<file path="src/hw/rtl/slr_pkg.sv">
// shared types and constants of the stroke line rasterizer
// depends on: nothing
`timescale 1ns / 1ps
`default_nettype none

package slr_pkg;

    localparam int COORD_W    = 6;
    localparam int QUEUE_DEPTH = 2;
    localparam int QPTR_W     = $clog2(QUEUE_DEPTH);
    localparam int QCNT_W     = $clog2(QUEUE_DEPTH + 1);
    localparam int ERR_W      = COORD_W + 3;

    typedef logic [COORD_W-1:0] coord_t;

    // highest point index of one segment
    localparam coord_t LAST_INDEX = {COORD_W{1'b1}};

    // one segment handed from front to engine
    typedef struct packed {
        coord_t start_x;
        coord_t start_y;
        coord_t end_x;
        coord_t end_y;
    } seg_cmd_t;

    typedef enum logic [1:0] {
        ENG_IDLE = 2'b01,
        ENG_RUN  = 2'b10
    } eng_state_t;

endpackage

`default_nettype wire

</file>
<file path="src/hw/rtl/slr_front.sv">
// front end: accepts pen events, keeps pen state and anchor, issues segments
// depends on: slr_pkg
`timescale 1ns / 1ps
`default_nettype none

module slr_front #(
    parameter int GRID_SIZE = 64
) (
    input  wire                  clk,
    input  wire                  rst_n,
    input  wire                  in_valid,
    output logic                 in_ready,
    input  wire                  pen_down,
    input  wire slr_pkg::coord_t cell_x,
    input  wire slr_pkg::coord_t cell_y,
    output logic                 push_valid,
    input  wire                  push_ready,
    output slr_pkg::seg_cmd_t    push_cmd
);

    // saturation value for cells past the grid edge
    localparam slr_pkg::coord_t COORD_MAX = (GRID_SIZE > (1 << slr_pkg::COORD_W))
        ? {slr_pkg::COORD_W{1'b1}} : slr_pkg::COORD_W'(GRID_SIZE - 1);
    localparam int CMP_W = slr_pkg::COORD_W + 12;

    logic            pen_active_reg, pen_active_next;
    slr_pkg::coord_t anchor_x_reg, anchor_x_next;
    slr_pkg::coord_t anchor_y_reg, anchor_y_next;
    slr_pkg::coord_t tgt_x, tgt_y;
    logic            accept;

    always_comb
    begin
        tgt_x = (CMP_W'(cell_x) >= CMP_W'(GRID_SIZE)) ? COORD_MAX : cell_x;
        tgt_y = (CMP_W'(cell_y) >= CMP_W'(GRID_SIZE)) ? COORD_MAX : cell_y;
    end

    assign in_ready   = push_ready;
    assign accept     = in_valid && in_ready;
    assign push_valid = accept && pen_down && pen_active_reg;
    assign push_cmd   = '{start_x: anchor_x_reg, start_y: anchor_y_reg,
                          end_x: tgt_x, end_y: tgt_y};

    always_comb
    begin
        pen_active_next = pen_active_reg;
        anchor_x_next   = anchor_x_reg;
        anchor_y_next   = anchor_y_reg;
        if (accept)
        begin
            pen_active_next = pen_down;
            if (pen_down)
            begin
                anchor_x_next = tgt_x;
                anchor_y_next = tgt_y;
            end
        end
    end

    always_ff @(posedge clk or negedge rst_n)
    begin
        if (!rst_n)
        begin
            pen_active_reg <= 1'b0;
            anchor_x_reg   <= '0;
            anchor_y_reg   <= '0;
        end
        else
        begin
            pen_active_reg <= pen_active_next;
            anchor_x_reg   <= anchor_x_next;
            anchor_y_reg   <= anchor_y_next;
        end
    end

endmodule

`default_nettype wire

</file>
<file path="src/hw/rtl/slr_queue.sv">
// short segment queue between front end and line engine
// depends on: slr_pkg
`timescale 1ns / 1ps
`default_nettype none

module slr_queue (
    input  wire                      clk,
    input  wire                      rst_n,
    input  wire                      push_valid,
    output logic                     push_ready,
    input  wire slr_pkg::seg_cmd_t   push_cmd,
    output logic                     pop_valid,
    input  wire                      pop_ready,
    output slr_pkg::seg_cmd_t        pop_cmd
);

    slr_pkg::seg_cmd_t               entry_reg [slr_pkg::QUEUE_DEPTH];
    logic [slr_pkg::QPTR_W-1:0]      wr_ptr_reg, wr_ptr_next;
    logic [slr_pkg::QPTR_W-1:0]      rd_ptr_reg, rd_ptr_next;
    logic [slr_pkg::QCNT_W-1:0]      count_reg, count_next;
    logic                            do_push, do_pop;

    assign push_ready = (count_reg != slr_pkg::QCNT_W'(slr_pkg::QUEUE_DEPTH));
    assign pop_valid  = (count_reg != '0);
    assign pop_cmd    = entry_reg[rd_ptr_reg];
    assign do_push    = push_valid && push_ready;
    assign do_pop     = pop_valid && pop_ready;

    // pointer wrap at the queue depth
    function automatic logic [slr_pkg::QPTR_W-1:0] ptr_inc(
        input logic [slr_pkg::QPTR_W-1:0] p
    );
        return (p == slr_pkg::QPTR_W'(slr_pkg::QUEUE_DEPTH - 1))
            ? '0 : p + slr_pkg::QPTR_W'(1);
    endfunction

    always_comb
    begin
        wr_ptr_next = do_push ? ptr_inc(wr_ptr_reg) : wr_ptr_reg;
        rd_ptr_next = do_pop ? ptr_inc(rd_ptr_reg) : rd_ptr_reg;
        count_next  = count_reg;
        if (do_push && !do_pop)
            count_next = count_reg + slr_pkg::QCNT_W'(1);
        else if (do_pop && !do_push)
            count_next = count_reg - slr_pkg::QCNT_W'(1);
    end

    always_ff @(posedge clk or negedge rst_n)
    begin
        if (!rst_n)
        begin
            wr_ptr_reg <= '0;
            rd_ptr_reg <= '0;
            count_reg  <= '0;
        end
        else
        begin
            wr_ptr_reg <= wr_ptr_next;
            rd_ptr_reg <= rd_ptr_next;
            count_reg  <= count_next;
        end
    end

    always_ff @(posedge clk)
    begin
        if (do_push)
            entry_reg[wr_ptr_reg] <= push_cmd;
    end

endmodule

`default_nettype wire

</file>
<file path="src/hw/rtl/slr_engine.sv">
// line engine: walks one segment per command, one point per cycle unless the output stalls
// depends on: slr_pkg
`timescale 1ns / 1ps
`default_nettype none

module slr_engine (
    input  wire                    clk,
    input  wire                    rst_n,
    input  wire                    cmd_valid,
    output logic                   cmd_ready,
    input  wire slr_pkg::seg_cmd_t cmd,
    output logic                   out_valid,
    input  wire                    out_ready,
    output slr_pkg::coord_t        point_x,
    output slr_pkg::coord_t        point_y,
    output logic                   last_point
);

    localparam int E2_W = slr_pkg::ERR_W + 1;

    slr_pkg::eng_state_t           state_reg, state_next;
    slr_pkg::coord_t               x_reg, x_next, y_reg, y_next;
    slr_pkg::coord_t               tx_reg, tx_next, ty_reg, ty_next;
    slr_pkg::coord_t               dx_reg, dx_next, dy_reg, dy_next;
    logic                          sx_neg_reg, sx_neg_next, sy_neg_reg, sy_neg_next;
    logic signed [slr_pkg::ERR_W-1:0] err_reg, err_next;
    slr_pkg::coord_t               n_reg, n_next;
    logic                          out_valid_reg, out_valid_next;
    slr_pkg::coord_t               px_reg, px_next, py_reg, py_next;
    logic                          last_reg, last_next;

    logic                          out_free, emit, seg_done, step_x, step_y;
    logic signed [E2_W-1:0]        e2, dx_s, dy_s;
    slr_pkg::coord_t               ldx, ldy;

    assign out_valid  = out_valid_reg;
    assign point_x    = px_reg;
    assign point_y    = py_reg;
    assign last_point = last_reg;

    assign out_free  = !out_valid_reg || out_ready;
    assign cmd_ready = (state_reg == slr_pkg::ENG_IDLE);
    assign emit      = (state_reg == slr_pkg::ENG_RUN) && out_free;
    assign seg_done  = ((x_reg == tx_reg) && (y_reg == ty_reg))
                       || (n_reg == slr_pkg::LAST_INDEX);

    // error step decisions
    assign e2     = {err_reg, 1'b0};
    assign dx_s   = $signed(E2_W'(dx_reg));
    assign dy_s   = $signed(E2_W'(dy_reg));
    assign step_x = (e2 > -dy_s);
    assign step_y = (e2 < dx_s);

    assign ldx = (cmd.end_x >= cmd.start_x) ? cmd.end_x - cmd.start_x
                                            : cmd.start_x - cmd.end_x;
    assign ldy = (cmd.end_y >= cmd.start_y) ? cmd.end_y - cmd.start_y
                                            : cmd.start_y - cmd.end_y;

    always_comb
    begin
        state_next     = state_reg;
        x_next         = x_reg;
        y_next         = y_reg;
        tx_next        = tx_reg;
        ty_next        = ty_reg;
        dx_next        = dx_reg;
        dy_next        = dy_reg;
        sx_neg_next    = sx_neg_reg;
        sy_neg_next    = sy_neg_reg;
        err_next       = err_reg;
        n_next         = n_reg;
        out_valid_next = out_valid_reg && !out_ready;
        px_next        = px_reg;
        py_next        = py_reg;
        last_next      = last_reg;

        unique case (state_reg)
            slr_pkg::ENG_IDLE:
            begin
                if (cmd_valid)
                begin
                    x_next      = cmd.start_x;
                    y_next      = cmd.start_y;
                    tx_next     = cmd.end_x;
                    ty_next     = cmd.end_y;
                    dx_next     = ldx;
                    dy_next     = ldy;
                    sx_neg_next = !(cmd.start_x < cmd.end_x);
                    sy_neg_next = !(cmd.start_y < cmd.end_y);
                    err_next    = $signed(slr_pkg::ERR_W'(ldx))
                                  - $signed(slr_pkg::ERR_W'(ldy));
                    n_next      = '0;
                    state_next  = slr_pkg::ENG_RUN;
                end
            end
            slr_pkg::ENG_RUN:
            begin
                if (emit)
                begin
                    out_valid_next = 1'b1;
                    px_next        = x_reg;
                    py_next        = y_reg;
                    last_next      = seg_done;
                    n_next         = n_reg + slr_pkg::COORD_W'(1);
                    if (seg_done)
                        state_next = slr_pkg::ENG_IDLE;
                    else
                    begin
                        err_next = err_reg
                            - (step_x ? $signed(slr_pkg::ERR_W'(dy_reg)) : '0)
                            + (step_y ? $signed(slr_pkg::ERR_W'(dx_reg)) : '0);
                        if (step_x)
                            x_next = sx_neg_reg ? x_reg - slr_pkg::COORD_W'(1)
                                                : x_reg + slr_pkg::COORD_W'(1);
                        if (step_y)
                            y_next = sy_neg_reg ? y_reg - slr_pkg::COORD_W'(1)
                                                : y_reg + slr_pkg::COORD_W'(1);
                    end
                end
            end
            default:
            begin
                state_next = slr_pkg::ENG_IDLE;
            end
        endcase
    end

    always_ff @(posedge clk or negedge rst_n)
    begin
        if (!rst_n)
        begin
            state_reg     <= slr_pkg::ENG_IDLE;
            out_valid_reg <= 1'b0;
        end
        else
        begin
            state_reg     <= state_next;
            out_valid_reg <= out_valid_next;
        end
    end

    always_ff @(posedge clk)
    begin
        x_reg      <= x_next;
        y_reg      <= y_next;
        tx_reg     <= tx_next;
        ty_reg     <= ty_next;
        dx_reg     <= dx_next;
        dy_reg     <= dy_next;
        sx_neg_reg <= sx_neg_next;
        sy_neg_reg <= sy_neg_next;
        err_reg    <= err_next;
        n_reg      <= n_next;
        px_reg     <= px_next;
        py_reg     <= py_next;
        last_reg   <= last_next;
    end

endmodule

`default_nettype wire

</file>
<file path="src/hw/rtl/stroke_line_rasterizer_unit.sv">
// stroke line rasterizer: pen events in, bresenham line points out
// first point: once its pen event is accepted, a segment passes the queue register,
// the engine setup state and the output register, when the engine is idle
// throughput: set by the line engine, a setup state per segment of N points (N up to 64),
// then one point per cycle unless the output stalls; events that draw nothing are not queued
// reset: rst_n asynchronous, active low; pen up, anchor at cell 0,0, queue and output empty
`timescale 1ns / 1ps
`default_nettype none

module stroke_line_rasterizer_unit #(
    parameter int GRID_SIZE = 64
) (
    input  wire                  clk,
    input  wire                  rst_n,

    // pen event channel, one transaction per event
    input  wire                  in_valid,
    output logic                 in_ready,
    input  wire                  pen_down,
    input  wire slr_pkg::coord_t cell_x,
    input  wire slr_pkg::coord_t cell_y,

    // line point channel, one transaction per point
    output logic                 out_valid,
    input  wire                  out_ready,
    output slr_pkg::coord_t      point_x,
    output slr_pkg::coord_t      point_y,
    output logic                 last_point
);

    // segment commands front -> queue
    logic              push_valid;
    logic              push_ready;
    slr_pkg::seg_cmd_t push_cmd;

    // segment commands queue -> engine
    logic              cmd_valid;
    logic              cmd_ready;
    slr_pkg::seg_cmd_t cmd;

    // front end: tracks pen state and anchor, turns each pen-down event
    // after the first into a segment command; pen-up and first-down events
    // only update state and are never queued
    slr_front #(
        .GRID_SIZE (GRID_SIZE)
    ) u_front (
        .clk        (clk),
        .rst_n      (rst_n),
        .in_valid   (in_valid),
        .in_ready   (in_ready),
        .pen_down   (pen_down),
        .cell_x     (cell_x),
        .cell_y     (cell_y),
        .push_valid (push_valid),
        .push_ready (push_ready),
        .push_cmd   (push_cmd)
    );

    // two-entry queue lets the front keep taking events while the engine
    // walks a long segment or the output is stalled
    slr_queue u_queue (
        .clk        (clk),
        .rst_n      (rst_n),
        .push_valid (push_valid),
        .push_ready (push_ready),
        .push_cmd   (push_cmd),
        .pop_valid  (cmd_valid),
        .pop_ready  (cmd_ready),
        .pop_cmd    (cmd)
    );

    // line engine: an IDLE setup state per segment, then one point per cycle
    // into a registered output stage that holds under backpressure
    slr_engine u_engine (
        .clk        (clk),
        .rst_n      (rst_n),
        .cmd_valid  (cmd_valid),
        .cmd_ready  (cmd_ready),
        .cmd        (cmd),
        .out_valid  (out_valid),
        .out_ready  (out_ready),
        .point_x    (point_x),
        .point_y    (point_y),
        .last_point (last_point)
    );

endmodule

`default_nettype wire

</file>
<file path="config.mk">
export PLATFORM = sky130hd
export DESIGN_NAME = stroke_line_rasterizer_unit
export DESIGN_NICKNAME = d
export VERILOG_FILES = /design/src/hw/rtl/slr_pkg.sv /design/src/hw/rtl/slr_front.sv /design/src/hw/rtl/slr_queue.sv /design/src/hw/rtl/slr_engine.sv /design/src/hw/rtl/stroke_line_rasterizer_unit.sv
export SDC_FILE = /design/constraint.sdc
export NUM_CORES = 1
export LEC_CHECK = 0
export BUFFER_PORTS_ARGS = -buffer_cell sky130_fd_sc_hd__buf_2
export CORE_ASPECT_RATIO = 0.7
export CORE_MARGIN = 4
export CORE_UTILIZATION = 60
export CTS_BUF_LIST = sky130_fd_sc_hd__clkbuf_8
export CTS_CLUSTER_SIZE = 28
export DETAILED_ROUTE_END_ITERATION = 10
export GPL_ROUTABILITY_DRIVEN = 0
export PLACE_DENSITY = 0.75
export SYNTH_ARGS = -nofsm -noshare
export SYNTH_HDL_FRONTEND = slang
export SYNTH_SLANG_ARGS = --single-unit
</file>
<file path="constraint.sdc">
create_clock -name clk -period 8.4 [get_ports clk]
set_clock_uncertainty 0.05 [all_clocks]
set_input_delay 0.42 -clock clk [delete_from_list [all_inputs] [get_ports clk]]
set_output_delay 0.42 -clock clk [all_outputs]
set_load 0.1 [all_outputs]
</file>
# After elaboration in Yosys (flattened, before gate mapping)
# Memories as Yosys holds them, arrays and structs flattened.
# Cells that the tools add are included.
# op_classes
addsub,17
magnitude_cmp,6
eq_ne,12
mux,35
reduce_logical,29
# op_table
operator,n
6-bit two-way mux,16
6-bit case mux with 2 select lines,3
9-bit two-way mux,3
6-bit subtractor,4
6-bit by 1-bit adder with 6-bit output (second input constant),3
9-bit case mux with 2 select lines,1
6-bit == test,2
6-bit >= comparator,2
6-bit less-than comparator,2
6-bit by 1-bit subtractor with 6-bit output (second input constant),2
10-bit greater-than comparator,1
1-bit logical AND,10
10-bit by 7-bit less-than comparator with 1-bit output,1
2-bit two-way mux,5
2-bit by 1-bit != test with 1-bit output (second input constant),5
6-bit negator with 10-bit output,1
5-bit AND reduction,2
9-bit adder,1
9-bit subtractor,1
6-bit by 6-bit subtractor with 7-bit output,1
6-bit == test (second input constant),1
1-bit logical NOT,6
1-bit two-way mux,6
2-bit AND reduction,3
other kinds (11),17
# totals
ff_bits,86
mem_bits_rw,48
inputBits,17
output_inout_bits,15
word_cells,121
memories,1
# memory_table
name,depth,width,read_ports,rd_ports_with_merged_regs,write_ports,line_no,source
u_queue.entry_reg,2,24,1,0,1,slr_queue.sv:17,slr_pkg::seg_cmd_t entry_reg [slr_pkg::QUEUE_DEPTH];

# Longest topological paths before layout
# depth
ltp_word,9
mapped_depth,22
ltp_nobuf,22

# Hierarchy
# Synthesis repeated with hierarchy kept, for this count alone.
# unflattened
cells_unflattened,670
hier_area_um2,7981.4
# modules_own_cells
module,n_inst,cells_per_inst,area_each_um2,seq_area_each_um2
slr_engine,1,533,5315.1,2058.2
slr_queue,1,93,2030.7,1541.5
slr_front,1,44,635.6,325.3

# Least setup slack after synthesis
# Ideal clock, no wire load.
# synth_path
kind,reg-to-reg
startpoint,reg u_queue.rd_ptr_reg
endpoint,reg u_engine.err_reg[8] (netlist name) (data pin)
setup_time_ns,0.260
arrival_time_ns,4.592
required_ns,8.090
setup_slack_ns,3.498
path_stages_with_launch,18
n_path_buf,3
synth_period_minus_slack_ns,4.902
path_cell_list,dfrtp_1 clkbuf_1 buf_1 buf_2 mux2i_1 inv_1 fa_1 a21o_1 a221oi_4 mux2_1 a31oi_1 o211ai_1 a221oi_2 xnor2_1 ha_1 a211oi_1 a311oi_1 nand2_1
# synth_lines
element,line_no,source
from (decl),slr_queue.sv:19,"logic [slr_pkg::QPTR_W-1:0] rd_ptr_reg, rd_ptr_next;"
from (signal assigned),slr_queue.sv:59,rd_ptr_reg <= rd_ptr_next;
to (signal assigned),slr_engine.sv:152,err_reg <= err_next;
to (decl),slr_engine.sv:26,"logic signed [slr_pkg::ERR_W-1:0] err_reg, err_next;"

# Final worst setup path
# layout_path
startpoint,reg u_queue.rd_ptr_reg
endpoint,reg u_engine.err_reg[7] (netlist name) (data pin)
# layout_via
elab_chain_cells,6
word_cells_on_any_way,12
cone_classes,5 x add/sub; 2 x order compare; 4 x mux; 1 x memory
# layout_lines
element,line_no,source
memory 2 x 24 bit *,-,
"6-bit subtractor, or another cell as far along",slr_engine.sv:55,: cmd.start_x - cmd.end_x;
6-bit two-way mux *,slr_engine.sv:54,assign ldx = (cmd.end_x >= cmd.start_x) ? cmd.end_x - cmd.start_x
named net u_engine.ldx[3],slr_engine.sv:34,"slr_pkg::coord_t ldx, ldy;"
6-bit by 6-bit subtractor with 7-bit output *,slr_engine.sv:91,- $signed(slr_pkg::ERR_W'(ldy));
9-bit two-way mux *,slr_engine.sv:80,if (cmd_valid)
9-bit case mux with 2 select lines *,slr_engine.sv:77,unique case (state_reg)
"named net u_engine.err_next, one bit",slr_engine.sv:26,
# Mark *: on every way through the listed nets, which the timed path passes. The rest lies on a longest branch. The select of a mux whose other input is x is not followed.
# A chain may end at the register's enable or synchronous reset.

==> impl_results.md <==
- Hold_buf cts: 1
- # diodes: 0
- DRT Pass-1 Iters: 4
- Syn nets: ~740
- Maxcap violations: 0
- Wire length per cell: 18.0 microns
- First-pass GRT wire length: 24.3 mm
- Worst min path class: in -> reg
- RSZ-0062 raised after global routing: no
- Post-synthesis cell type count: between 40 and 50
- DIE AREA: ~0.014 sq mm
- Initial Util: around 63%
- Row count: 33
- Max reg flops: 48
- Period minus WS final: between 5 and 6 ns
- Worst setup SP type: flip-flop
- Synth Flop Type: edfxtp_1
- Vias: 4788
- DIE HEIGHT: 102 microns
- Dpl hpwl: 11.4 mm
- Detailed router's first-iteration violation count: between 300 and 400
- Post-CTS Setup Inserts: 0
- Num CTS Buffers: 17
- Critical path type: reg -> reg
- PostCTS Resize Cnt: 0
- Skew-Pair Late Insertion Delay: between 0.4 and 0.5 ns
- Post-synth EDFFs: around 110
- Pins Over Slew Limit: 0
- Synth warn: 0
- TNS Setup: 0 ns
- Critical path capture point type: flip-flop
- Synth Instances: ~640
- CTS Buffer Depth: 2
- Port Buffer Count: 31
- Clock transition at the registers of the reported paths: 0.09 ns
- Number of global-route vias before repair: around 4700
- Async SR Flop Fraction: 14.9%
- Flops & latches, synth: approximately 130
- Slew @ Worst Pin: 1.14 ns
- DRC viols: 0
- Placeable core region: roughly 0.012 sq mm
- Vias/cell: ~5.6
- Syn avg cell area: around 12 sq um
- Area after DPL: between 0.007 and 0.008 sq mm
- Largest net degree at the start of global routing: 37
- Final instance area: approximately 0.0083 sq mm
- Post-synthesis sequential area ratio: a little over half
- Clock sinks: about 130
- CTS tree: built
- Root Buffer: clkbuf_8
- Fmax: roughly 200 MHz
- Remaining antenna violation count: 0
- Routed WL: approximately 15 mm
- I/O pin cnt: 32
- Max transition margin: between 20% and 30%
- Outcome: completed
- Htree depth: 4
- Critical Path Fanout Max: 15
- Final hold viol count: 0
- Worst EP required: between 8 and 9 ns
- Worst EP arrival: 5.41 ns
- Period utilization: between 60% and 70%
- Nets: 779
- WHS: roughly 0.11 ns
- Initial antenna violation count: 0
- Area delta synth->final: 9.84%
- Share of cells above drive strength 1: 12.5%
- DIE WIDTH: between 100 and 150 microns
- Overflow after GRT: 0
- Synthesized area: approximately 0.0075 sq mm
- Setup-failing EPs final: 0
- Final core utilization: 68.9%
- GRT Total Usage: approximately 22%
-- metal layers --
layer | wire length (microns) | global-route usage, %
met3 | 1060 | 6.51
met1 | 7610 | 33.7
met2 | 6430 | 32.2
met5 | 0 | 0
met4 | 225 | 6.42
-- layout by cell type, fill, tap and decap left out, types with 8 or more instances in the layout --
master,n
ha_1,66
fa_1,13
buf_2,31
a21oi_1,36
xor2_1,15
a21o_1,20
clkbuf_8,17
inv_1,82
nand2_1,64
mux2_2,11
o21ai_0,17
and2_1,8
nor2_1,31
edfxtp_1,114
mux2i_1,22
xnor2_1,40
nand2b_1,8
dfrtp_1,19
-- worst paths after layout --
kind,startpoint,to,slack [ns],depth (start not counted)
max in group asynchronous,rst_n,u_engine.state_reg[0],7.54,2
hold / removal,cell_y[0],u_queue.entry_reg[1][0],0.11,1
min in group asynchronous,rst_n,u_front.anchor_y_reg[3],0.40,2
hold reg to reg,u_front.anchor_x_reg[1],u_queue.entry_reg[1][19],0.44,0
setup / recovery,u_queue.rd_ptr_reg,u_engine.err_reg[7],3.26,14
setup reg to reg,u_queue.rd_ptr_reg,u_engine.err_reg[7],3.26,14
-- Yosys cell counts (5+ instances only) --
cell	number	area, sq um
a21o_1	20	150
a21oi_1	36	180
and2_1	8	50.1
and3_1	5	31.3
clkbuf_1	8	30.0
dfrtp_1	19	475
edfxtp_1	114	3420
fa_1	13	260
ha_1	66	826
inv_1	82	308
mux2_2	11	124
mux2i_1	22	220
nand2_1	64	240
nand2b_1	8	50.1
nand4_1	5	31.3
nor2_1	32	120
nor3_1	5	25.0
nor4_1	5	31.3
o21ai_0	17	85.1
xnor2_1	40	350
xor2_1	15	131
-- logic make-up after synthesis --
kind of cell / share of synthesized area [%]
mux: 4.73
xor+xnor: 6.41
fa+ha+maj: 14.4
buf+inv: 4.66
simple gates: 8.64
compound gates: 8.89
flops: 52.2
-- stage by stage --
step | setup WS, ns | instances
CTS | 3.33 | 853
global route | 2.86 | 853
floorplan | 3.50 | 639
global placement | 3.45 | 820
detailed placement | 3.35 | 820
finish | 3.26 | 853
-- layout make-up --
| cell class | count | area, sq um |
|---|---|---|
| Clock buffer | 17 | 234 |
| Timing Repair Buffer | 35 | 188 |
| Tap cell | 157 | 196 |
| Clock inverter | 15 | 158 |
| Inverter | 83 | 312 |
| Sequential cell | 134 | 3930 |
| Fill cell | 877 | 3720 |
| Multi-Input combinational cell | 412 | 3240 |
-- worst max-delay path: stages, from the launching register on --
cell and delay [ns]:
dfrtp_1 0.80, buf_4 0.35, mux2i_1 0.44, ha_1 0.36, and4_4 0.24, a221oi_4 0.49, mux2_1 0.38, a31oi_1 0.25
xnor2_1 0.23, ha_1 0.32, o21ai_0 0.10, nand2b_1 0.13, a21o_1 0.20, a211oi_1 0.49, a31o_2 0.18
Power is not shown: default switching activity piles up to over one toggle a cycle in this logic, so the estimate is an artifact.
